`config.mk`:
```
export PLATFORM = sky130hd
export DESIGN_NAME = sist_fnv
export DESIGN_NICKNAME = d
export VERILOG_FILES = /design/src/hdl/sist_pkg.sv /design/src/hdl/sist_fnv.sv
export SDC_FILE = /design/constraint.sdc
export NUM_CORES = 1
export LEC_CHECK = 0
export ABC_AREA = 0
export BUFFER_PORTS_ARGS = -buffer_cell sky130_fd_sc_hd__buf_2
export CAP_MARGIN = 5
export CORE_ASPECT_RATIO = 1.1
export CORE_MARGIN = 3
export CORE_UTILIZATION = 40
export CTS_CLUSTER_DIAMETER = 200
export DETAILED_ROUTE_END_ITERATION = 16
export PLACE_DENSITY_LB_ADDON = 0.12
export SETUP_SLACK_MARGIN = 0.15
export SYNTH_ARGS = -nofsm -noshare
export SYNTH_HDL_FRONTEND = slang
export SYNTH_SLANG_ARGS = --single-unit
```
`constraint.sdc`:
```
create_clock -name clk -period 9.1 [get_ports clk]
set_clock_uncertainty 0.2 [all_clocks]
set_input_delay 1.82 -clock clk [delete_from_list [all_inputs] [get_ports clk]]
set_output_delay 1.82 -clock clk [all_outputs]
set_load 0.1 [all_outputs]
```
`src/hdl/sist_pkg.sv`:
```
// sist_pkg: shared constants and types for the symbol intern table
// no dependencies
package sist_pkg;

	localparam int CAPACITY = 256;
	localparam int IDX_W = $clog2(CAPACITY);
	localparam int CNT_W = $clog2(CAPACITY + 1);
	localparam int CFG_W = 9;
	localparam int ID_W = 9;
	localparam int HASH_W = 64;
	localparam int CMP_W = (CNT_W > CFG_W) ? CNT_W : CFG_W;
	localparam int WORD_W = HASH_W + CNT_W;

	localparam logic [HASH_W-1:0] FNV_BASIS = 64'hCBF29CE484222325;
	// prime is 2^40 + 0x1b3
	localparam int FNV_PRIME_SHIFT = 40;
	localparam logic [8:0] FNV_PRIME_LO = 9'h1B3;
	localparam logic [CFG_W-1:0] LIMIT_RESET = 9'd256;

	typedef struct packed {
		logic step;
		logic restart;
		logic [7:0] data;
	} fnv_req_t;

endpackage

```
`src/hdl/sist_fnv.sv`:
```
// sist_fnv: running fnv-1 style 64-bit hash (byte sign-extended before the xor) with a registered partial product
// depends on sist_pkg
module sist_fnv (
	input  logic                          clk,
	input  logic                          arst_n,
	input  sist_pkg::fnv_req_t            req,
	output logic                          ready,
	output logic [sist_pkg::HASH_W-1:0]   fold
);

	logic [sist_pkg::HASH_W-1:0] hash_q;
	logic [sist_pkg::HASH_W-1:0] prod_q;
	logic                        prod_ok_q;
	logic [sist_pkg::HASH_W-1:0] shifted;
	logic [sist_pkg::HASH_W-1:0] sext;

	assign shifted = {hash_q[sist_pkg::HASH_W-sist_pkg::FNV_PRIME_SHIFT-1:0],
		{sist_pkg::FNV_PRIME_SHIFT{1'b0}}};
	assign sext = {{(sist_pkg::HASH_W-8){req.data[7]}}, req.data};
	assign fold = (shifted + prod_q) ^ sext;
	assign ready = prod_ok_q;

	// low part of the prime product, registered from the current hash
	always_ff @(posedge clk) begin
		prod_q <= sist_pkg::HASH_W'(hash_q * sist_pkg::FNV_PRIME_LO);
	end

	always_ff @(posedge clk or negedge arst_n) begin
		if (!arst_n) begin
			hash_q <= sist_pkg::FNV_BASIS;
			prod_ok_q <= 1'b0;
		end else if (req.step) begin
			hash_q <= req.restart ? sist_pkg::FNV_BASIS : fold;
			prod_ok_q <= 1'b0;
		end else begin
			prod_ok_q <= 1'b1;
		end
	end

endmodule

```
-- Word-level counts from Yosys, hierarchy flattened
Cells that the tools add are included.
- add/subtract/negate cells: 1
- multipliers: 1
- mux-type cells: 2
- bitwise operators: 1
- operator list (operator ; number):
    $add A64 B64 Y64 ; 1
    $mul A64 B9 Y64 const B ; 1
    $mux W64 ; 1
    $xor A64 B64 Y64 ; 1
    $mux W1 ; 1
- flip-flop bits (word level): 129
- bits of input ports: 12

-- Depth between registers and ports, before layout
Gate-level depths: netlist (run 1).
- depth after elaboration: 3
- mapped depth: 20

-- Worst setup path before layout (run 1)
Ideal clock, no wire load.
- path kind: input-to-output
- start point: in req[7] in the netlist's numbering
- end point: out fold[50] in the netlist's numbering
- arrival: 4395 ps
- data required time: 7080 ps
- path slack: 2685 ps
- stages: 5
- path buffers: 3
- path through: clkbuf_1 > buf_1 > buf_2 > xnor2_1 > xnor2_1
- word-level cells in the longest chain between the ends: 1
- RTL lines (what ; RTL line ; source):
    start: declaration ; sist_fnv.sv:6 ; input sist_pkg::fnv_req_t req,
    $xor A64 B64 Y64 ; sist_fnv.sv:20 ; assign fold = (shifted + prod_q) ^ sext;
    end: declaration ; sist_fnv.sv:8 ; output logic [sist_pkg::HASH_W-1:0] fold
Every way passes these cells.

-- Final worst setup path (run 1)
- start point: reg hash_q[0] in the netlist's numbering
- end point: out fold[62] in the netlist's numbering
- word-level cells in the longest chain between the ends: 2
- RTL lines (what ; RTL line ; source):
    start: declaration ; sist_fnv.sv:11 ; logic [sist_pkg::HASH_W-1:0] hash_q;
    start signal: assignment ; sist_fnv.sv:30 ; hash_q <= sist_pkg::FNV_BASIS;
    start signal: assignment ; sist_fnv.sv:33 ; hash_q <= req.restart ? sist_pkg::FNV_BASIS : fold;
    $add A64 B64 Y64 ; sist_fnv.sv:20 ;
    $xor A64 B64 Y64 ; sist_fnv.sv:20 ;
Every way passes these cells.

==> results.tsv, run 1 <==
metric	value	unit
Cell Rows	76	
clk root buf	clkbuf_16	
synthesized area	16000	um^2
DR DRC count	0	
Syn Inst Count	1684	
ys flop type	dfxtp_1	
dpl cell area	16700	um^2
Post CTS Setup Buffer Count	0	
Hold Crit Class	reg -> reg	
Syn Nets	2059	
global-route wire length before repair	72.7	mm
final slew viol count	0	
startpoint types	flop	
later-pin clock latency in the skew report	0.46	ns
min cycle time layout	5.84	ns
Final ANT Viol Nets	0	
dpl hpwl	38.6	mm
Fmax achieved	171	MHz
routability cong.	0.883	
Starting DRT DRC Count	580	
Layout area overhead	8.52	%
Post-Layout Inst Area	17300	um^2
largest net degree at the start of global routing	66	
routed wire length	46.1	mm
clk slew on worst S/H paths	0.06	ns
Syn Area/Cell	9.48	um^2
crit path max fanout	7	
Slew HR	0.284	
antenna violations before repair	0	
Clock Tree Buf Depth	2	
CTS tree	done	
floorplan die height	215	um
initial core utilization	0.406	
layout cells sized above 1	0.0926	
post-CTS resize count	0	
Top Ports	77	
CP arrival	3.82	ns
Post-synth EDFFs	0	
number of buffers added on ports	76	
Die ar.	42300	um^2
TritonCTS Buffers	17	
final hold violation count	0	
GRT Overall Usage	0.224	
Tcrit/Tclk final	0.642	
final setup vio count	0	
WL per Instance	20.6	um
H-tree depth	4	
via count	11782	
grt ovf	0	
register bit total from synthesis	129	
setup_tns	0	ns
CTS sink cnt	129	
number of library cell types mapped by synthesis	71	
non-filler instance count after layout	2235	
required time of the critical path	7.08	ns
length of the first detailed-routing pass in iterations	5	
Setup crit end kind	output pin	
number of vias per cell	5.27	
hold buffers post-CTS	0	
worst-margin pin slew	1.07	ns
placed cell count	2202	
Max Cap Violations	0	
fin nets	2089	
asr flop ratio synth	0.504	
status	finished, final reports clean	
worst hold margin	0.292	ns
vias in the first global route	12473	
sequential area share after synthesis	0.184	
count of yosys warnings during synthesis	0	
RSZ-0062 raised after global routing	no	
crit path kind	reg -> out	
Die Width	196	um
CORE AREA	39300	um^2
-- Yosys cell counts (all sizes together) (19+ instances only) --
cell type  count  area, um^2
nor2b         20         125
dfrtp         37         926
nor2          51         191
fa           182        3640
dfxtp         64        1280
inv          272        1020
ha           181        2260
xor2          90         788
clkbuf        58         218
o21ai         79         407
a22o          36         315
a31oi         19         155
a21oi        113         573
o22a          26         228
dfstp         28         736
xnor2        138        1210
nand2         77         289
a21o          47         354
-- per-layer routing --
metal | vias to the layer above | track usage | wire (um)
met5 | - | 0 | 0
met4 | 0 | 0.0630 | 1030
met3 | 51 | 0.0329 | 1460
met2 | 206 | 0.370 | 22100
met1 | 5888 | 0.306 | 21500
li1 | 5637 | - | -
-- layout make-up --
type | count | area [um^2]
Fill cell | 3906 | 22000
Multi-Input combinational cell | 1215 | 11700
Sequential cell | 129 | 2940
Inverter | 272 | 1020
Tap cell | 507 | 634
Clock buffer | 24 | 492
Timing Repair Buffer | 79 | 408
Clock inverter | 8 | 77.6
Antenna cell | 1 | 2.50
-- placed cells by master (no fill, tap or decap), drive strengths merged, types with 28 or more instances in the layout --
master	netlist	routed
nand2	77	77
buf	10	79
ha	181	181
nor2	51	51
o21ai	79	79
xnor2	138	138
a21o	47	47
dfxtp	64	64
a21oi	113	113
dfrtp	37	37
inv	272	272
fa	182	182
dfstp	28	28
a22o	36	36
xor2	90	90
-- cell families after synthesis --
| logic type | after synthesis | share of synthesized area |
|---|---|---|
| adder cells (fa/ha/maj) | 363 | 0.370 |
| buffers and inverters | 340 | 0.0804 |
| AO/OA/AOI/OAI | 394 | 0.170 |
| AND/OR/NAND/NOR | 230 | 0.0697 |
| flip-flops | 129 | 0.184 |
| XOR/XNOR | 228 | 0.125 |
-- path summary, 6_finish.rpt --
| path | from | to | slack [ns] | cells past startpoint |
|---|---|---|---|---|
| min in group asynchronous | arst_n | hash_q[58] | 1.32 | 1 |
| max in group asynchronous | arst_n | hash_q[29] | 6.74 | 1 |
| worst min-delay path | hash_q[0] | prod_q[0] | 0.29 | 0 |
| worst max-delay path | hash_q[0] | fold[62] | 3.26 | 10 |
| worst min register to register | hash_q[0] | prod_q[0] | 0.29 | 0 |
| worst max register to register | hash_q[21] | prod_q[57] | 3.64 | 18 |
-- metrics by stage --
| step | setup slack, ns | util |
|---|---|---|
| after floorplan | 2.68 | - |
| after global placement | 3.39 | 0.426 |
| after detailed placement | 3.40 | 0.426 |
| after CTS | 3.24 | 0.441 |
| after global routing | 3.09 | 0.441 |
| final | 3.26 | 0.441 |
-- flip-flops by register name (all words and copies together), names as in the netlist --
| name | cells |
|---|---|
| ready | 1 |
| hash_q | 64 |
| prod_q | 64 |
-- critical path: stages (launching register included) --
cell and delay (ns):
dfstp_2 0.42, ha_1 0.24, fa_1 0.52, a21oi_1 0.25, nand4b_1 0.17, a211oi_1 0.11, o31a_1 0.32, o31a_1 0.35
a311oi_2 0.33, xnor2_1 0.18, buf_2 0.46
Power of run 1 is left out: the tool's default activity adds up to more than one toggle a clock period on the data nets, which glitch-free logic cannot reach.
==> run 2, diff against run 1 <==
==> constraint.sdc (replaced) <==
create_clock -name clk -period 5.16 [get_ports clk]
set_clock_uncertainty 0.2 [all_clocks]
set_input_delay 1.032 -clock clk [delete_from_list [all_inputs] [get_ports clk]]
set_output_delay 1.032 -clock clk [all_outputs]
set_load 0.1 [all_outputs]
==> run 2 against run 1 <==
  * Sequential cell count did not move
  * Non-clock buffer count rose by 136
  * Hold slack improved by 0.035 ns
  * Global-route usage rose by 0.71 points
  * Utilization rose by 5.0 points
  * Critical path depth rose by 8
  * First-iteration DRC count rose by 12%
  * Register-to-register slack got worse by 3.4 ns
  * Via count rose by 4.5%
  * Cell count rose by 6.1%
  * Clock-buffer cell count fell by 2
  * Routed wire length rose by 4.2%
  * Critical endpoint is now prod_q[48]
  * Largest cell class unchanged
==> results.tsv, run 2 (synthesis results as in run 1) <==
metric	value	unit
Top Ports	77	
CORE AREA	39300	um^2
DR DRC count	0	
crit path max fanout	6	
largest net degree at the start of global routing	66	
CP arrival	5.07	ns
Layout area overhead	20.8	%
vias in the first global route	13133	
Die ar.	42300	um^2
hold buffers post-CTS	0	
H-tree depth	4	
Die Width	196	um
placed cell count	2324	
global-route wire length before repair	75.1	mm
commonest non-fill, non-tap cell in the layout	inv_1	
length of the first detailed-routing pass in iterations	5	
Hold Crit Class	reg -> reg	
Starting DRT DRC Count	650	
crit path kind	reg -> reg	
Slowest cell on crit path	fa_1	
Fmax achieved	203	MHz
worst hold margin	0.327	ns
layout cells sized above 1	0.228	
grt ovf	0	
number of vias per cell	5.19	
most frequent cells in the layout	inv_1, fa_1, buf_4	
final hold violation count	0	
Max Cap Violations	0	
clk root buf	clkbuf_16	
Final ANT Viol Nets	0	
startpoint types	flop	
later-pin clock latency in the skew report	0.46	ns
final setup vio count	0	
RSZ-0062 raised after global routing	yes	
clk slew on worst S/H paths	0.06	ns
dpl cell area	17700	um^2
Setup crit end kind	flop	
GRT Overall Usage	0.231	
min cycle time layout	4.92	ns
Most common cell on crit path	inv_1	
required time of the critical path	5.30	ns
delay-heaviest family, CP	adder cells	
TritonCTS Buffers	17	
Clock Tree Buf Depth	2	
routability cong.	0.898	
crit path buf inv count	4	
CTS sink cnt	129	
Post-Layout Inst Area	19300	um^2
dpl hpwl	39.6	mm
floorplan die height	215	um
CP Cell Sequence	ha_1 > inv_1 > fa_1 > inv_1 > fa_1 > inv_1 > fa_1 > inv_1 > ha_4 > and2_4 > and3_1 > or2_1 > a31oi_1 > a31o_1 > a31oi_4 > nand2_1 > o311ai_1 > xor2_1	
CTS tree	done	
worst-margin pin slew	1.08	ns
Cell Rows	76	
WL per Instance	20.3	um
number of buffers added on ports	76	
antenna violations before repair	0	
via count	12309	
Tcrit/Tclk final	0.954	
final slew viol count	0	
non-filler instance count after layout	2371	
status	finished, final reports clean	
fin nets	2225	
initial core utilization	0.406	
routed wire length	48.0	mm
Slew HR	0.280	
Worst path max stage delay	0.54	ns
run 2: metal layers:
metal / GRT usage / up-vias / wire length (um)
met5: 0 / - / 0
met2: 0.388 / 204 / 23400
met1: 0.306 / 6135 / 21600
met4: 0.0758 / 0 / 1380
li1: - / 5907 / -
met3: 0.0345 / 63 / 1610
run 2: final timing paths:
kind                            start    endpoint  slack [ns]  cells after the start
max                        hash_q[28]  prod_q[48]        0.24                     18
min                        hash_q[62]  hash_q[62]        0.33                      2
max reg2reg                hash_q[28]  prod_q[48]        0.24                     18
min reg2reg                hash_q[62]  hash_q[62]        0.33                      2
max in group asynchronous      arst_n  hash_q[20]        3.54                      1
min in group asynchronous      arst_n  hash_q[41]        0.53                      1
run 2: layout make-up:
type | instances | area (um^2)
Antenna cell | 1 | 2.50
Sequential cell | 129 | 2960
Clock inverter | 10 | 183
Multi-Input combinational cell | 1215 | 12500
Timing Repair Buffer | 215 | 1490
Tap cell | 507 | 634
Clock buffer | 22 | 464
Fill cell | 3737 | 20000
Inverter | 272 | 1020
run 2: what timing repair did:
action                                  4_1_cts  5_1_grt
buffers inserted                              4       10
resized for setup                            31      151
pin swaps                                     8       31
endpoints found under the setup margin       19       36
run 2: per-stage QoR:
stage	setup TNS [ns]	utilization	setup WS, ns
after floorplan	0	-	0.194
after global placement	0	0.450	0.0252
after detailed placement	-0.0896	0.450	-0.0351
after CTS	0	0.471	0.0693
after global routing	0	0.491	0.0875
final	0	0.491	0.239
run 2: worst min-delay path: cells and delay by family, from the launching register on:
family	cells	cell delay, ns
AOI/OAI and AO/OA	1	0.05
DFF	1	0.38
and+or+nand+nor	1	0.10
Power of run 2 is left out for the same reason.
==> run 3, diff against run 2 <==
--- a/config.mk
+++ b/config.mk
@@ -8,9 +8,9 @@
 export ABC_AREA = 0
 export BUFFER_PORTS_ARGS = -buffer_cell sky130_fd_sc_hd__buf_2
 export CAP_MARGIN = 5
-export CORE_ASPECT_RATIO = 1.1
+export CORE_ASPECT_RATIO = 1.25
 export CORE_MARGIN = 3
-export CORE_UTILIZATION = 40
+export CORE_UTILIZATION = 58
 export CTS_CLUSTER_DIAMETER = 200
 export DETAILED_ROUTE_END_ITERATION = 16
 export PLACE_DENSITY_LB_ADDON = 0.12
==> run 3 against run 2 <==
  * Non-clock buffer count fell by 28
  * Die area fell by 30%
  * Fmax is 1.8% lower
  * Critical path type unchanged
  * Critical endpoint is now prod_q[56]
==> results.tsv, run 3 (synthesis results as in run 1) <==
metric	value	unit
status	finished, final reports clean	
dpl hpwl	36.3	mm
Global Route met2 Usage	0.540	
CP Cell Sequence	buf_4 > ha_1 > nor2b_1 > o21ai_0 > o21ai_1 > fa_1 > inv_1 > fa_1 > inv_1 > ha_1 > nand2_1 > o21ai_1 > nand3_1 > a31oi_2 > a21oi_4 > a31oi_4 > a31oi_4 > o21a_1 > o311ai_1 > buf_4	
clk slew on worst S/H paths	0.07	ns
FF-to-FF End	prod_q[56]	
Clock Tree Buf Depth	2	
CP arrival	5.20	ns
Slew HR	0.240	
H-tree depth	4	
Hold Crit Class	reg -> reg	
GRT Overall Usage	0.307	
hold buffers post-CTS	0	
Tcrit/Tclk final	0.971	
initial core utilization	0.591	
via count	12556	
largest net degree at the start of global routing	39	
TritonCTS Buffers	17	
final hold violation count	0	
WL per Instance	20.6	um
Layout area overhead	17.9	%
Top Ports	77	
worst setup path start	hash_q[8]	
worst hold margin	0.322	ns
met3 Track Usage GR	0.0358	
Die ar.	29600	um^2
fillcell total	2119	
Worst R2R Start	hash_q[8]	
Starting DRT DRC Count	740	
antenna violations before repair	0	
diode count	0	
required time of the critical path	5.35	ns
most frequent cells in the layout	inv_1, fa_1, ha_1	
crit path kind	reg -> reg	
routed wire length	45.0	mm
DR DRC count	0	
number of vias per cell	5.76	
floorplan die height	191	um
gr busiest metal	met2	
Fmax achieved	200	MHz
Critical Path Sink	prod_q[56]	
final setup vio count	0	
hold depth	2	
later-pin clock latency in the skew report	0.44	ns
final slew viol count	0	
Worst path max stage delay	0.63	ns
fin nets	2197	
startpoint types	flop	
commonest non-fill, non-tap cell in the layout	inv_1	
Cell Rows	67	
global-route wire length before repair	70.6	mm
Max Cap Violations	0	
clk root buf	clkbuf_16	
Final ANT Viol Nets	0	
RSZ-0062 raised after global routing	yes	
length of the first detailed-routing pass in iterations	5	
crit path max fanout	6	
CTS tree	done	
Die Width	154	um
Slowest cell on crit path	dfstp_2	
CORE AREA	27000	um^2
number of buffers added on ports	76	
CTS sink cnt	129	
Worst path depth	20	
delay-heaviest family, CP	compound AO/OA/AOI/OAI gates	
grt ovf	0	
min cycle time layout	5.01	ns
met1 usage	0.400	
Setup crit end kind	flop	
R2R setup slack	0.15	ns
vias in the first global route	13128	
layout cells sized above 1	0.210	
crit path buf inv count	4	
FF-to-FF path depth	20	
routability cong.	0.980	
worst-margin pin slew	1.14	ns
==> run 3: metal layers <==
metal  wire length (um)  vias to the layer above
li1                   -                     5860
met1              18700                     6253
met2              22900                      358
met3               2030                       85
met4               1430                        0
met5                  0                        -
==> run 3: worst register-to-register path: cells and delay by family (launching register included) <==
kind / cells / cell delay [ns]
flip-flops: 1 / 0.63
AO/OA/AOI/OAI: 9 / 1.77
adder cells (fa/ha/maj): 4 / 1.61
AND/OR/NAND/NOR: 3 / 0.34
buffers and inverters: 4 / 0.43
==> run 3: worst min-delay path by stage <==
stage | from | to
after floorplan | hash_q[0] | prod_q[0]
after global placement | hash_q[0] | prod_q[0]
after detailed placement | hash_q[0] | prod_q[0]
after CTS | hash_q[62] | hash_q[62]
after global routing | hash_q[62] | hash_q[62]
final | hash_q[62] | hash_q[62]
==> run 3: timing repair <==
item                                   CTS  global route
resized for setup                       38           136
setup endpoints to repair               15            27
endpoints found under the hold margin    0             0
setup buffers                            8            25
pin swaps                               10            39
==> run 3: per-stage QoR <==
step	setup TNS [ns]	cell area, um^2	instances	setup slack (ns)	utilization
floorplan	0	16000	1684	0.194	-
CTS	0	18000	2155	0.115	0.666
global placement	-0.0242	17100	2115	-0.0242	0.634
global route	-0.0457	18800	2180	-0.0354	0.697
finish	0	18800	2180	0.151	0.697
detailed placement	-0.0595	17100	2115	-0.0520	0.634
==> run 3: cell type report <==
| type | count | area, um^2 | area share |
|---|---|---|---|
| clock buffers | 19 | 443 | 0.0235 |
| clock inverters | 13 | 160 | 0.00851 |
| inverters | 272 | 1020 | 0.0543 |
| multi-input cells | 1215 | 12500 | 0.666 |
| flip-flops and latches | 129 | 2960 | 0.157 |
| well taps | 345 | 432 | 0.0229 |
| repair buffers | 187 | 1260 | 0.0672 |
Power of run 3 is left out for the same reason.
